===== src/hw/rtl/integer_to_roman_numeral_assert.svh =====
// ---------------------------------------------------------------------------
// Roman numeral converter assertion macros
// Concurrent assertion wrappers, empty when SYNTHESIS is defined.
// ---------------------------------------------------------------------------
`ifndef INTEGER_TO_ROMAN_NUMERAL_ASSERT_SVH
`define INTEGER_TO_ROMAN_NUMERAL_ASSERT_SVH

`ifndef SYNTHESIS
`define ITRN_ASSERT_IMP(label, clk, rst_n, ante, cons) \
    label: assert property (@(posedge clk) disable iff (!rst_n) (ante) |-> (cons)) \
        else $error("itrn assertion failed");
`define ITRN_ASSERT_NEXT(label, clk, rst_n, ante, cons) \
    label: assert property (@(posedge clk) disable iff (!rst_n) (ante) |=> (cons)) \
        else $error("itrn assertion failed");
`else
`define ITRN_ASSERT_IMP(label, clk, rst_n, ante, cons)
`define ITRN_ASSERT_NEXT(label, clk, rst_n, ante, cons)
`endif

`endif


===== src/hw/rtl/itrn_pkg.sv =====
// ---------------------------------------------------------------------------
// Roman numeral converter package
// Letter codes, microcode word layout and datapath control types.
// ---------------------------------------------------------------------------
package itrn_pkg;

    localparam int VAL_W    = 12;
    localparam int LET_W    = 7;
    localparam int STEP_W   = 4;

    localparam logic [VAL_W-1:0] MAX_VALUE = 12'd3999;

    localparam logic [LET_W-1:0] CH_NONE = 7'h00;
    localparam logic [LET_W-1:0] CH_I    = 7'h49;
    localparam logic [LET_W-1:0] CH_V    = 7'h56;
    localparam logic [LET_W-1:0] CH_X    = 7'h58;
    localparam logic [LET_W-1:0] CH_L    = 7'h4C;
    localparam logic [LET_W-1:0] CH_C    = 7'h43;
    localparam logic [LET_W-1:0] CH_D    = 7'h44;
    localparam logic [LET_W-1:0] CH_M    = 7'h4D;

    typedef struct packed {
        logic [VAL_W-1:0] val;
        logic [LET_W-1:0] let_a;
        logic [LET_W-1:0] let_b;
        logic             pair;
        logic             rep;
    } ucw_t;

    typedef struct packed {
        logic             load;
        logic             sub;
        logic             emit;
        logic [LET_W-1:0] letter;
        logic             last;
        logic             empty_res;
        logic             too_large;
    } dp_ctl_t;

    typedef struct packed {
        logic ge;
        logic eq;
        logic in_zero;
        logic in_big;
    } dp_stat_t;

    typedef enum logic [1:0] {
        ST_IDLE,
        ST_RUN,
        ST_PAIR
    } seq_state_t;

endpackage


===== src/hw/rtl/itrn_ucode_rom.sv =====
// ---------------------------------------------------------------------------
// Roman numeral converter microcode ROM
// One control word per step: weight, letters, pair and repeat flags.
// ---------------------------------------------------------------------------
module itrn_ucode_rom (
    input  logic [itrn_pkg::STEP_W-1:0] step,
    output itrn_pkg::ucw_t              cw
);

    always_comb
    begin
        unique case (step)
            4'd0:    cw = '{12'd1000, itrn_pkg::CH_M, itrn_pkg::CH_NONE, 1'b0, 1'b1};
            4'd1:    cw = '{12'd900,  itrn_pkg::CH_C, itrn_pkg::CH_M,    1'b1, 1'b0};
            4'd2:    cw = '{12'd500,  itrn_pkg::CH_D, itrn_pkg::CH_NONE, 1'b0, 1'b0};
            4'd3:    cw = '{12'd400,  itrn_pkg::CH_C, itrn_pkg::CH_D,    1'b1, 1'b0};
            4'd4:    cw = '{12'd100,  itrn_pkg::CH_C, itrn_pkg::CH_NONE, 1'b0, 1'b1};
            4'd5:    cw = '{12'd90,   itrn_pkg::CH_X, itrn_pkg::CH_C,    1'b1, 1'b0};
            4'd6:    cw = '{12'd50,   itrn_pkg::CH_L, itrn_pkg::CH_NONE, 1'b0, 1'b0};
            4'd7:    cw = '{12'd40,   itrn_pkg::CH_X, itrn_pkg::CH_L,    1'b1, 1'b0};
            4'd8:    cw = '{12'd10,   itrn_pkg::CH_X, itrn_pkg::CH_NONE, 1'b0, 1'b1};
            4'd9:    cw = '{12'd9,    itrn_pkg::CH_I, itrn_pkg::CH_X,    1'b1, 1'b0};
            4'd10:   cw = '{12'd5,    itrn_pkg::CH_V, itrn_pkg::CH_NONE, 1'b0, 1'b0};
            4'd11:   cw = '{12'd4,    itrn_pkg::CH_I, itrn_pkg::CH_V,    1'b1, 1'b0};
            default: cw = '{12'd1,    itrn_pkg::CH_I, itrn_pkg::CH_NONE, 1'b0, 1'b1};
        endcase
    end

endmodule


===== src/hw/rtl/itrn_dp.sv =====
// ---------------------------------------------------------------------------
// Roman numeral converter datapath
// Remainder register, weight compare and subtract, registered word output.
// ---------------------------------------------------------------------------
module itrn_dp (
    input  logic                       clk,
    input  logic                       rst_n,
    input  logic [itrn_pkg::VAL_W-1:0] value,
    input  logic [itrn_pkg::VAL_W-1:0] weight,
    input  itrn_pkg::dp_ctl_t          ctl,
    output itrn_pkg::dp_stat_t         stat,
    output logic                       strobe,
    output logic [itrn_pkg::LET_W-1:0] letter,
    output logic                       last,
    output logic                       empty_res,
    output logic                       too_large
);

    logic [itrn_pkg::VAL_W-1:0] rem_reg;
    logic [itrn_pkg::VAL_W-1:0] rem_next;
    logic                       strobe_reg;
    logic [itrn_pkg::LET_W-1:0] letter_reg;
    logic                       last_reg;
    logic                       empty_reg;
    logic                       large_reg;

    always_comb
    begin
        stat.ge      = (rem_reg >= weight);
        stat.eq      = (rem_reg == weight);
        stat.in_zero = (value == '0);
        stat.in_big  = (value > itrn_pkg::MAX_VALUE);
    end

    always_comb
    begin
        priority if (ctl.load)
            rem_next = value;
        else if (ctl.sub)
            rem_next = rem_reg - weight;
        else
            rem_next = rem_reg;
    end

    always_ff @(posedge clk)
    begin
        rem_reg <= rem_next;
        if (ctl.emit)
        begin
            letter_reg <= ctl.letter;
            last_reg   <= ctl.last;
            empty_reg  <= ctl.empty_res;
            large_reg  <= ctl.too_large;
        end
    end

    always_ff @(posedge clk or negedge rst_n)
    begin
        if (!rst_n)
            strobe_reg <= 1'b0;
        else
            strobe_reg <= ctl.emit;
    end

    assign strobe    = strobe_reg;
    assign letter    = letter_reg;
    assign last      = last_reg;
    assign empty_res = empty_reg;
    assign too_large = large_reg;

endmodule


===== src/hw/rtl/integer_to_roman_numeral.sv =====
// ---------------------------------------------------------------------------
// Integer to Roman numeral converter
// Microcoded weight-table sequencer: one letter word per cycle, none on a skip.
// ---------------------------------------------------------------------------
// A flag word is strobed in the cycle after start is taken; the first letter
// word is emitted from ST_RUN after any table steps skipped before it.
// Zero or above 3999: one flag word, busy never rises, next start next cycle.
// Otherwise busy is high while the sequencer runs through letters and skips.
// Reset (rst_n low, async) returns the sequencer to idle and drops strobe.
// The receiver cannot stall; each word is on the ports for one cycle.
module integer_to_roman_numeral (
    input  logic                       clk,
    input  logic                       rst_n,
    input  logic                       start,
    output logic                       busy,
    input  logic [itrn_pkg::VAL_W-1:0] value,
    output logic                       strobe,
    output logic [itrn_pkg::LET_W-1:0] letter,
    output logic                       last,
    output logic                       empty_res,
    output logic                       too_large
);

`include "integer_to_roman_numeral_assert.svh"

    itrn_pkg::seq_state_t        state_reg;
    itrn_pkg::seq_state_t        state_next;
    logic [itrn_pkg::STEP_W-1:0] step_reg;
    logic [itrn_pkg::STEP_W-1:0] step_next;
    itrn_pkg::ucw_t              cw;
    itrn_pkg::dp_ctl_t           ctl;
    itrn_pkg::dp_stat_t          stat;

    itrn_ucode_rom u_rom (
        .step (step_reg),
        .cw   (cw)
    );

    itrn_dp u_dp (
        .clk       (clk),
        .rst_n     (rst_n),
        .value     (value),
        .weight    (cw.val),
        .ctl       (ctl),
        .stat      (stat),
        .strobe    (strobe),
        .letter    (letter),
        .last      (last),
        .empty_res (empty_res),
        .too_large (too_large)
    );

    always_comb
    begin
        state_next = state_reg;
        step_next  = step_reg;
        unique case (state_reg)
            itrn_pkg::ST_IDLE:
            begin
                step_next = '0;
                if (start && !stat.in_zero && !stat.in_big)
                    state_next = itrn_pkg::ST_RUN;
            end
            itrn_pkg::ST_RUN:
            begin
                priority if (!stat.ge)
                    step_next = step_reg + 4'd1;
                else if (cw.pair)
                    state_next = itrn_pkg::ST_PAIR;
                else if (stat.eq)
                    state_next = itrn_pkg::ST_IDLE;
                else if (!cw.rep)
                    step_next = step_reg + 4'd1;
            end
            itrn_pkg::ST_PAIR:
            begin
                step_next  = step_reg + 4'd1;
                state_next = stat.eq ? itrn_pkg::ST_IDLE : itrn_pkg::ST_RUN;
            end
            default:
            begin
                state_next = itrn_pkg::ST_IDLE;
            end
        endcase
    end

    always_comb
    begin
        ctl           = '0;
        ctl.letter    = itrn_pkg::CH_NONE;
        busy          = (state_reg != itrn_pkg::ST_IDLE);
        unique case (state_reg)
            itrn_pkg::ST_IDLE:
            begin
                ctl.load = start;
                if (start && (stat.in_zero || stat.in_big))
                begin
                    ctl.emit      = 1'b1;
                    ctl.last      = 1'b1;
                    ctl.empty_res = stat.in_zero;
                    ctl.too_large = stat.in_big;
                end
            end
            itrn_pkg::ST_RUN:
            begin
                if (stat.ge)
                begin
                    ctl.emit   = 1'b1;
                    ctl.letter = cw.let_a;
                    ctl.sub    = !cw.pair;
                    ctl.last   = !cw.pair && stat.eq;
                end
            end
            itrn_pkg::ST_PAIR:
            begin
                ctl.emit   = 1'b1;
                ctl.letter = cw.let_b;
                ctl.sub    = 1'b1;
                ctl.last   = stat.eq;
            end
            default:
            begin
                ctl.emit = 1'b0;
            end
        endcase
    end

    always_ff @(posedge clk or negedge rst_n)
    begin
        if (!rst_n)
        begin
            state_reg <= itrn_pkg::ST_IDLE;
            step_reg  <= '0;
        end
        else
        begin
            state_reg <= state_next;
            step_reg  <= step_next;
        end
    end

    `ITRN_ASSERT_IMP(a_flag_is_last, clk, rst_n, strobe && (empty_res || too_large), last)
    `ITRN_ASSERT_IMP(a_flags_exclusive, clk, rst_n, strobe, !(empty_res && too_large))
    `ITRN_ASSERT_NEXT(a_pair_emits, clk, rst_n, state_reg == itrn_pkg::ST_PAIR, strobe && !empty_res)
    `ITRN_ASSERT_NEXT(a_zero_flag, clk, rst_n, start && !busy && value == '0, strobe && empty_res && last)
    `ITRN_ASSERT_NEXT(a_last_ends_run, clk, rst_n, busy && ctl.emit && ctl.last, !busy)

endmodule

===== config.mk =====
export PLATFORM = sky130hd
export DESIGN_NAME = integer_to_roman_numeral
export DESIGN_NICKNAME = d
export VERILOG_FILES = /design/src/hw/rtl/itrn_pkg.sv /design/src/hw/rtl/itrn_ucode_rom.sv /design/src/hw/rtl/itrn_dp.sv /design/src/hw/rtl/integer_to_roman_numeral.sv
export VERILOG_INCLUDE_DIRS = /design/src /design/src/hw/rtl
export SDC_FILE = /design/constraint.sdc
export NUM_CORES = 1
export LEC_CHECK = 0
export ABC_AREA = 1
export BUFFER_PORTS_ARGS = -buffer_cell sky130_fd_sc_hd__buf_2
export CORE_MARGIN = 10
export CORE_UTILIZATION = 53
export CTS_BUF_LIST = sky130_fd_sc_hd__clkbuf_8 sky130_fd_sc_hd__clkbuf_16
export CTS_CLUSTER_SIZE = 8
export DETAILED_ROUTE_END_ITERATION = 10
export GPL_TIMING_DRIVEN = 0
export PLACE_DENSITY = 0.73
export SETUP_SLACK_MARGIN = 0.5
export SYNTH_ARGS = -nofsm -noshare
export SYNTH_HDL_FRONTEND = slang
export SYNTH_SLANG_ARGS = --single-unit

===== constraint.sdc =====
create_clock -name clk -period 3.3 [get_ports clk]
set_clock_uncertainty 0.1 [all_clocks]
set_input_delay 0.33 -clock clk [delete_from_list [all_inputs] [get_ports clk]]
set_output_delay 0.33 -clock clk [all_outputs]
set_load 0.01 [all_outputs]

==> results of run 1 <==
-- per-stage QoR --
stage / area (um^2) / hold WS [ns] / TNS [ns] / cells
floorplan: 2360 / -0.0656 / 0 / 311
global placement: 2550 / 0.0731 / -0.231 / 386
detailed placement: 2550 / 0.0774 / -0.0207 / 386
CTS: 2800 / 0.226 / 0 / 405
global route: 3040 / 0.242 / 0 / 414
finish: 3040 / 0.220 / 0 / 414
-- final timing paths --
path / startpoint / end
setup / recovery: step_reg[0] / u_dp.letter[6]
hold / removal: value[1] / u_dp.rem_reg[1]
setup reg to reg: step_reg[0] / u_dp.letter[6]
hold reg to reg: state_reg[1] / state_reg[1]
max in group asynchronous: rst_n / step_reg[1]
min in group asynchronous: rst_n / u_dp.strobe
-- power groups by stage --
stage / logic (W) / registers (W) / clock network [W]
2_1_floorplan: 0.00150 / 0.000760 / 0
3_3_place_gp: 0.00192 / 0.000738 / 0
3_5_place_dp: 0.00196 / 0.000738 / 0
4_1_cts: 0.00224 / 0.000724 / 0.000250
5_1_grt: 0.00303 / 0.000757 / 0.000268
6_report: 0.00284 / 0.000742 / 0.000253
-- cell families (layout without fill, tap and decap cells) --
family                     Yosys count  in the layout  synth area share
and+or+nand+nor                    171            171             0.331
AOI/OAI and AO/OA                   47             47             0.116
buffers and inverters               37             90            0.0631
DFF                                 28             28             0.347
adders and majority gates           22             22             0.122
xor gates and xnor gates             5              5            0.0189
other                                1              1           0.00162
-- cell usage in the layout, fill, tap and decap left out, types with 2 or more instances in the layout --
master      Yosys  routed
a21oi_1        20      16
a21oi_2         1       4
a31oi_1         2       2
buf_2           3      26
buf_4           1      18
buf_6           0       5
clkbuf_1        4       4
clkbuf_16       0       2
clkbuf_8        0       3
clkinv_1        3       2
clkinvlp_4      0       2
dfrtp_1         7       6
edfxtp_1       21      21
ha_1           21      13
ha_4            0       7
inv_1          26      22
inv_2           0       2
nand2_1        85      76
nand2_2         5      12
nand2_4         2       4
nand3_1        35      33
nand3_2         0       2
nand4_1         4       4
nor2_1         29      23
nor2_2          2       4
nor2_4          1       5
o21ai_0        12       8
o21ai_1         2       3
o21ai_2         0       2
or2_2           2       2
xnor2_1         4       4
-- metal layers --
metal / track usage / share of wire / up-vias
li1: - / - / 1152
met1: 0.231 / 0.41 / 1110
met2: 0.262 / 0.44 / 201
met3: 0.0312 / 0.11 / 39
met4: 0.0314 / 0.042 / 0
met5: 0 / 0 / -
-- area by class of cell --
type                    instances  area, um^2
multi-input cells             246        1590
fillers                       279        1070
flip-flops and latches         28         807
repair buffers                 49         353
inverters                      29         124
clock buffers                   4        66.3
well taps                      50        62.6
plain buffers                   8        46.3
-- critical path, cell delays in order, from the launching register on --
cell and delay (ns):
dfrtp_1 0.42, buf_6 0.15, inv_8 0.04, ha_4 0.28, nand2_1 0.10, nand2_1 0.11, o21ai_2 0.10, ha_1 0.31
nand2_1 0.09, nor2_4 0.17, nand3_2 0.10, nand2_2 0.10, nor2_4 0.05, nand2_4 0.11, nand2_4 0.07, a21oi_4 0.21
clkbuf_16 0.18
-- timing repair --
item / in CTS / in global routing
pin swaps: 7 / 9
hold buffers: 1 / 0
cloned: 0 / 1
resized for setup: 17 / 39
hold endpoints to repair: 7 / 0
setup buffers: 14 / 8
endpoints found under the setup margin: 36 / 37
==> results.rst, run 1 <==
.. list-table::
   :header-rows: 1

   * - Metric
     - Value
   * - Number of remaining DRC errors
     - 0
   * - EDFF count, synth
     - 21
   * - Most frequently used cell type in the post-synthesis netlist
     - nand2_1
   * - Count of final hold-check violations
     - 0
   * - Buffer levels on the longest clock path
     - 2
   * - DIE HEIGHT
     - 86.2 um
   * - Floorplan core area
     - 4120 um^2
   * - Avg WL per Cell
     - 18.2 um
   * - Synth Warn #
     - 0
   * - Maximum number of pins on one net before global-route repair
     - 17
   * - Max Clk Rate
     - 338 MHz
   * - RD Place Congestion
     - 0.908
   * - Global-route total usage across every layer
     - 0.166
   * - Post-DR vias/cell
     - 6.04
   * - Result of the run
     - finished clean
   * - Reported max-cap violation count
     - 0
   * - Required time at the endpoint of the critical path
     - 3.21 ns
   * - Number of design-rule violations left by the first detailed-router iteration
     - 435
   * - Avg Cell Area, Syn
     - 7.46 um^2
   * - Critical Path AT
     - 2.87 ns
   * - Worst max-slew margin expressed relative to the limit
     - 0.595
   * - H-Tree Level Count
     - 1
   * - IO Count
     - 27
   * - Sort of element at the end of the critical path
     - register
   * - Row cnt
     - 23
   * - Async set or reset register ratio after synthesis
     - 0.250
   * - Part of the total power dissipated in combinational logic
     - 0.740
   * - Clock-pin slew reported for the worst setup and hold paths after clock tree synthesis
     - 0.11 ns
   * - Number of global-route vias before repair
     - 2203
   * - # nets final
     - 402
   * - Unrepaired setup endpoints after global routing
     - yes
   * - Share of the clock period used by the worst path after layout
     - 0.896
   * - Pleak
     - 1.37 nW
   * - Pwr/cell area
     - 1260 nW/um^2
   * - Net Count, Synth
     - 348
   * - Unique masters post-synth
     - 42
   * - Class of the most critical setup path
     - reg2reg
   * - Initial core utilization
     - 0.564
   * - Net Switching
     - 0.00186 W
   * - TritonCTS clock tree
     - built
   * - Number of I/O port buffers
     - 25
   * - Final number of max-transition violations
     - 0
   * - Grt ovf
     - 0
   * - Portion of the post-synthesis area used by sequential elements
     - 0.347
   * - Most area-hungry cell type in the Yosys netlist
     - edfxtp_1
   * - Worst Path Max Fanout
     - 5
   * - Worst hold path depth
     - 3
   * - First-pass iteration count of the detailed router
     - 5
   * - Post-place setup slack
     - -0.00203 ns
   * - Most instantiated cells after synthesis
     - nand2_1, nand3_1, nor2_1
   * - Hold Crit Class
     - in2reg
   * - Proportion of power drawn by the clock network
     - 0.066
   * - Utilization of the core after routing
     - 0.740
   * - Residual antenna-violating net count after detailed routing
     - 0
   * - Portion of synthesized cell area occupied by the leading cell type
     - 0.272
   * - Area contributors post-synth
     - edfxtp_1, nand2_1, ha_1
   * - Post-layout total power
     - 0.00383 W
   * - Vias post-DR
     - 2502
   * - Transition time at the pin with the least slew margin
     - 0.608 ns
   * - Die Wd
     - 86.2 um
   * - Final routed wirelength across all metal layers
     - 7540 um
   * - Master cell of the clock root buffer
     - clkbuf_8
   * - Worst-case reg-to-reg path depth
     - 16
   * - Number of register bits inferred by synthesis
     - 28
   * - Critical path startpoint category
     - register
   * - Most common flop cell mapped by yosys
     - edfxtp_1
   * - Total Die Area
     - 7420 um^2
   * - Ant diodes
     - 0
   * - Register-to-register setup slack
     - 0.34 ns
   * - Sequential power share
     - 0.194
   * - Area of the mapped netlist
     - 2320 um^2
   * - Post-Synthesis Cells
     - 311
   * - Final-report setup violation count
     - 0
   * - Area growth, synth to finish
     - 31.2%
   * - Clock sink count
     - 28
   * - Largest vdd supply drop
     - 0.000598 V
   * - Max reg flops
     - 12
   * - Least setup slack across all paths after layout
     - 0.344 ns
   * - Wire length of the first global-routing pass
     - 10200 um
   * - Post-DP HPWL
     - 4520 um
   * - Number of antenna violations at the first check in global routing
     - 0
   * - Switching share of total power
     - 0.484
   * - Share of layout cells above drive strength 1
     - 0.302
   * - Internal Power
     - 0.00198 W
   * - Final critical path time including I/O delays and setup
     - 2.96 ns
   * - Number of buffers added by the clock tree synthesis step
     - 3
   * - Worst-Skew Late Latency
     - 0.28 ns
No activity file was read; power rests on OpenSTA's default activity.
==> run 2, diff against run 1 <==
--- a/config.mk
+++ b/config.mk
@@ -9,12 +9,12 @@
 export ABC_AREA = 1
 export BUFFER_PORTS_ARGS = -buffer_cell sky130_fd_sc_hd__buf_2
 export CORE_MARGIN = 10
-export CORE_UTILIZATION = 53
+export CORE_UTILIZATION = 54
 export CTS_BUF_LIST = sky130_fd_sc_hd__clkbuf_8 sky130_fd_sc_hd__clkbuf_16
 export CTS_CLUSTER_SIZE = 8
 export DETAILED_ROUTE_END_ITERATION = 10
 export GPL_TIMING_DRIVEN = 0
-export PLACE_DENSITY = 0.73
+export PLACE_DENSITY = 0.72
 export SETUP_SLACK_MARGIN = 0.5
 export SYNTH_ARGS = -nofsm -noshare
 export SYNTH_HDL_FRONTEND = slang
==> constraint.sdc (replaced) <==
create_clock -name clk -period 2.85 [get_ports clk]
set_clock_uncertainty 0.1 [all_clocks]
set_input_delay 0.285 -clock clk [delete_from_list [all_inputs] [get_ports clk]]
set_output_delay 0.285 -clock clk [all_outputs]
set_load 0.01 [all_outputs]
==> run 2 against run 1 <==
Register-to-register slack got worse by 0.32 ns. Cell count is 3.4% higher. Setup slack got worse by 0.32 ns. Hold slack worse by 0.046 ns. Fmax up 4.6%. Sequential cell count unchanged. Global-route usage up 2.4 points. Sequential share of layout area decreased by 1.7 points. Non-clock buffer count grew 14. Via count rose by 4.8%. Wire length increased by 4.4%. Largest cell class unchanged. Critical path depth unchanged.
==> results.rst, run 2 (same netlist as run 1, synthesis figures left out) <==
.. list-table::
   :header-rows: 1

   * - Metric
     - Value
   * - Result of the run
     - finished clean
   * - Number of global-route vias before repair
     - 2358
   * - Critical path startpoint category
     - register
   * - Row cnt
     - 23
   * - Transition time at the pin with the least slew margin
     - 0.602 ns
   * - Avg WL per Cell
     - 18.4 um
   * - Leading cell type in the layout, fill and taps excluded
     - nand2_1
   * - Share of the clock period used by the worst path after layout
     - 0.991
   * - Unrepaired setup endpoints after global routing
     - yes
   * - Worst-Skew Late Latency
     - 0.29 ns
   * - Clock-pin slew reported for the worst setup and hold paths after clock tree synthesis
     - 0.11 ns
   * - Area growth, synth to finish
     - 40.6%
   * - Residual antenna-violating net count after detailed routing
     - 0
   * - Final routed wirelength across all metal layers
     - 7880 um
   * - Non-filler cells, final
     - 428
   * - Max Clk Rate
     - 354 MHz
   * - Required time at the endpoint of the critical path
     - 2.77 ns
   * - Ant diodes
     - 0
   * - Grt ovf
     - 0
   * - Buffer levels on the longest clock path
     - 2
   * - Master cell of the clock root buffer
     - clkbuf_8
   * - Total instance count after detailed placement
     - 386
   * - Number of buffers added by the clock tree synthesis step
     - 3
   * - H-Tree Level Count
     - 1
   * - Floorplan core area
     - 4090 um^2
   * - Final-report setup violation count
     - 0
   * - Worst max-slew margin expressed relative to the limit
     - 0.598
   * - Commonest cells after routing, fill and taps aside
     - nand2_1, buf_4, nand3_1
   * - Number of remaining DRC errors
     - 0
   * - RD Place Congestion
     - 0.893
   * - Sort of element at the end of the critical path
     - register
   * - Wire length of the first global-routing pass
     - 11600 um
   * - Post-DP HPWL
     - 4580 um
   * - Reported max-cap violation count
     - 0
   * - Class of the most critical setup path
     - reg2reg
   * - Maximum number of pins on one net before global-route repair
     - 17
   * - Share of layout cells above drive strength 1
     - 0.373
   * - TritonCTS clock tree
     - built
   * - Initial core utilization
     - 0.568
   * - Count of final hold-check violations
     - 0
   * - Post-route cell area
     - 3260 um^2
   * - Vias post-DR
     - 2622
   * - Worst Path Max Fanout
     - 4
   * - Post-DR vias/cell
     - 6.13
   * - Critical Path AT
     - 2.75 ns
   * - Number of design-rule violations left by the first detailed-router iteration
     - 451
   * - # nets final
     - 416
   * - Total Die Area
     - 7320 um^2
   * - DIE HEIGHT
     - 85.5 um
   * - Final critical path time including I/O delays and setup
     - 2.83 ns
   * - Die Wd
     - 85.5 um
   * - Area after detailed placement
     - 2570 um^2
   * - Final number of max-transition violations
     - 0
   * - First-pass iteration count of the detailed router
     - 6
   * - Hold Crit Class
     - in2reg
   * - Number of antenna violations at the first check in global routing
     - 0
   * - Global-route total usage across every layer
     - 0.190
   * - IO Count
     - 27
   * - Clock sink count
     - 28
   * - Max reg flops
     - 12
   * - Number of I/O port buffers
     - 25
[run 2: cell type report]
class / count / area (um^2)
multi-input combinational: 246 / 1700
inverter: 29 / 120
timing repair buffer: 63 / 455
fill: 255 / 825
tap: 50 / 62.6
clock buffer: 4 / 66.3
buffer: 8 / 46.3
sequential: 28 / 808
[run 2: layer usage]
layer	track usage	routed length (um)
met5	0	0
met4	0.0479	231
met3	0.0312	749
met2	0.309	3630
met1	0.255	3260
[run 2: worst max-delay path, stage by stage, from the launching register on]
cell,delay [ns]
dfrtp_1,0.38
buf_6,0.13
inv_8,0.04
ha_4,0.28
nand2_1,0.08
o21ai_1,0.14
nand2_1,0.13
ha_4,0.30
nand2_2,0.06
nor2_4,0.14
nand3_2,0.12
nand2_2,0.10
nor2_4,0.06
nand2_8,0.09
nand2_4,0.07
a21oi_4,0.20
buf_6,0.14
[run 2: metrics by stage]
step	util	setup WS (ns)	setup TNS, ns	hold slack, ns
final	0.798	0.0244	0	0.174
after CTS	0.755	0.167	0	0.186
after global routing	0.798	-0.0115	-0.0807	0.193
after floorplan	-	0.169	0	-0.111
after detailed placement	0.629	-0.329	-6.66	0.0278
after global placement	0.629	-0.295	-5.52	0.0276
[run 2: final timing paths]
path                                   start  cells past startpoint              end  slack (ns)
min in group asynchronous              rst_n                      2      u_dp.strobe        0.25
worst max-delay path             step_reg[0]                     16   u_dp.letter[3]        0.02
max in group asynchronous              rst_n                      2      step_reg[1]        2.23
worst min-delay path                value[4]                      3  u_dp.rem_reg[4]        0.17
worst max register to register   step_reg[0]                     16   u_dp.letter[3]        0.02
worst min register to register  state_reg[0]                      2     state_reg[0]        0.46
[run 2: what timing repair did]
| item | in CTS | in global routing |
|---|---|---|
| resized for setup | 47 | 32 |
| endpoints found under the setup margin | 46 | 45 |
| buffers inserted | 33 | 4 |
| hold endpoints to repair | 7 | 0 |
| pin swaps | 22 | 13 |
| hold buffers | 1 | 0 |
Power of run 2 is left out: the tool's default activity adds up to more than one toggle a clock period on the data nets, which glitch-free logic cannot reach.
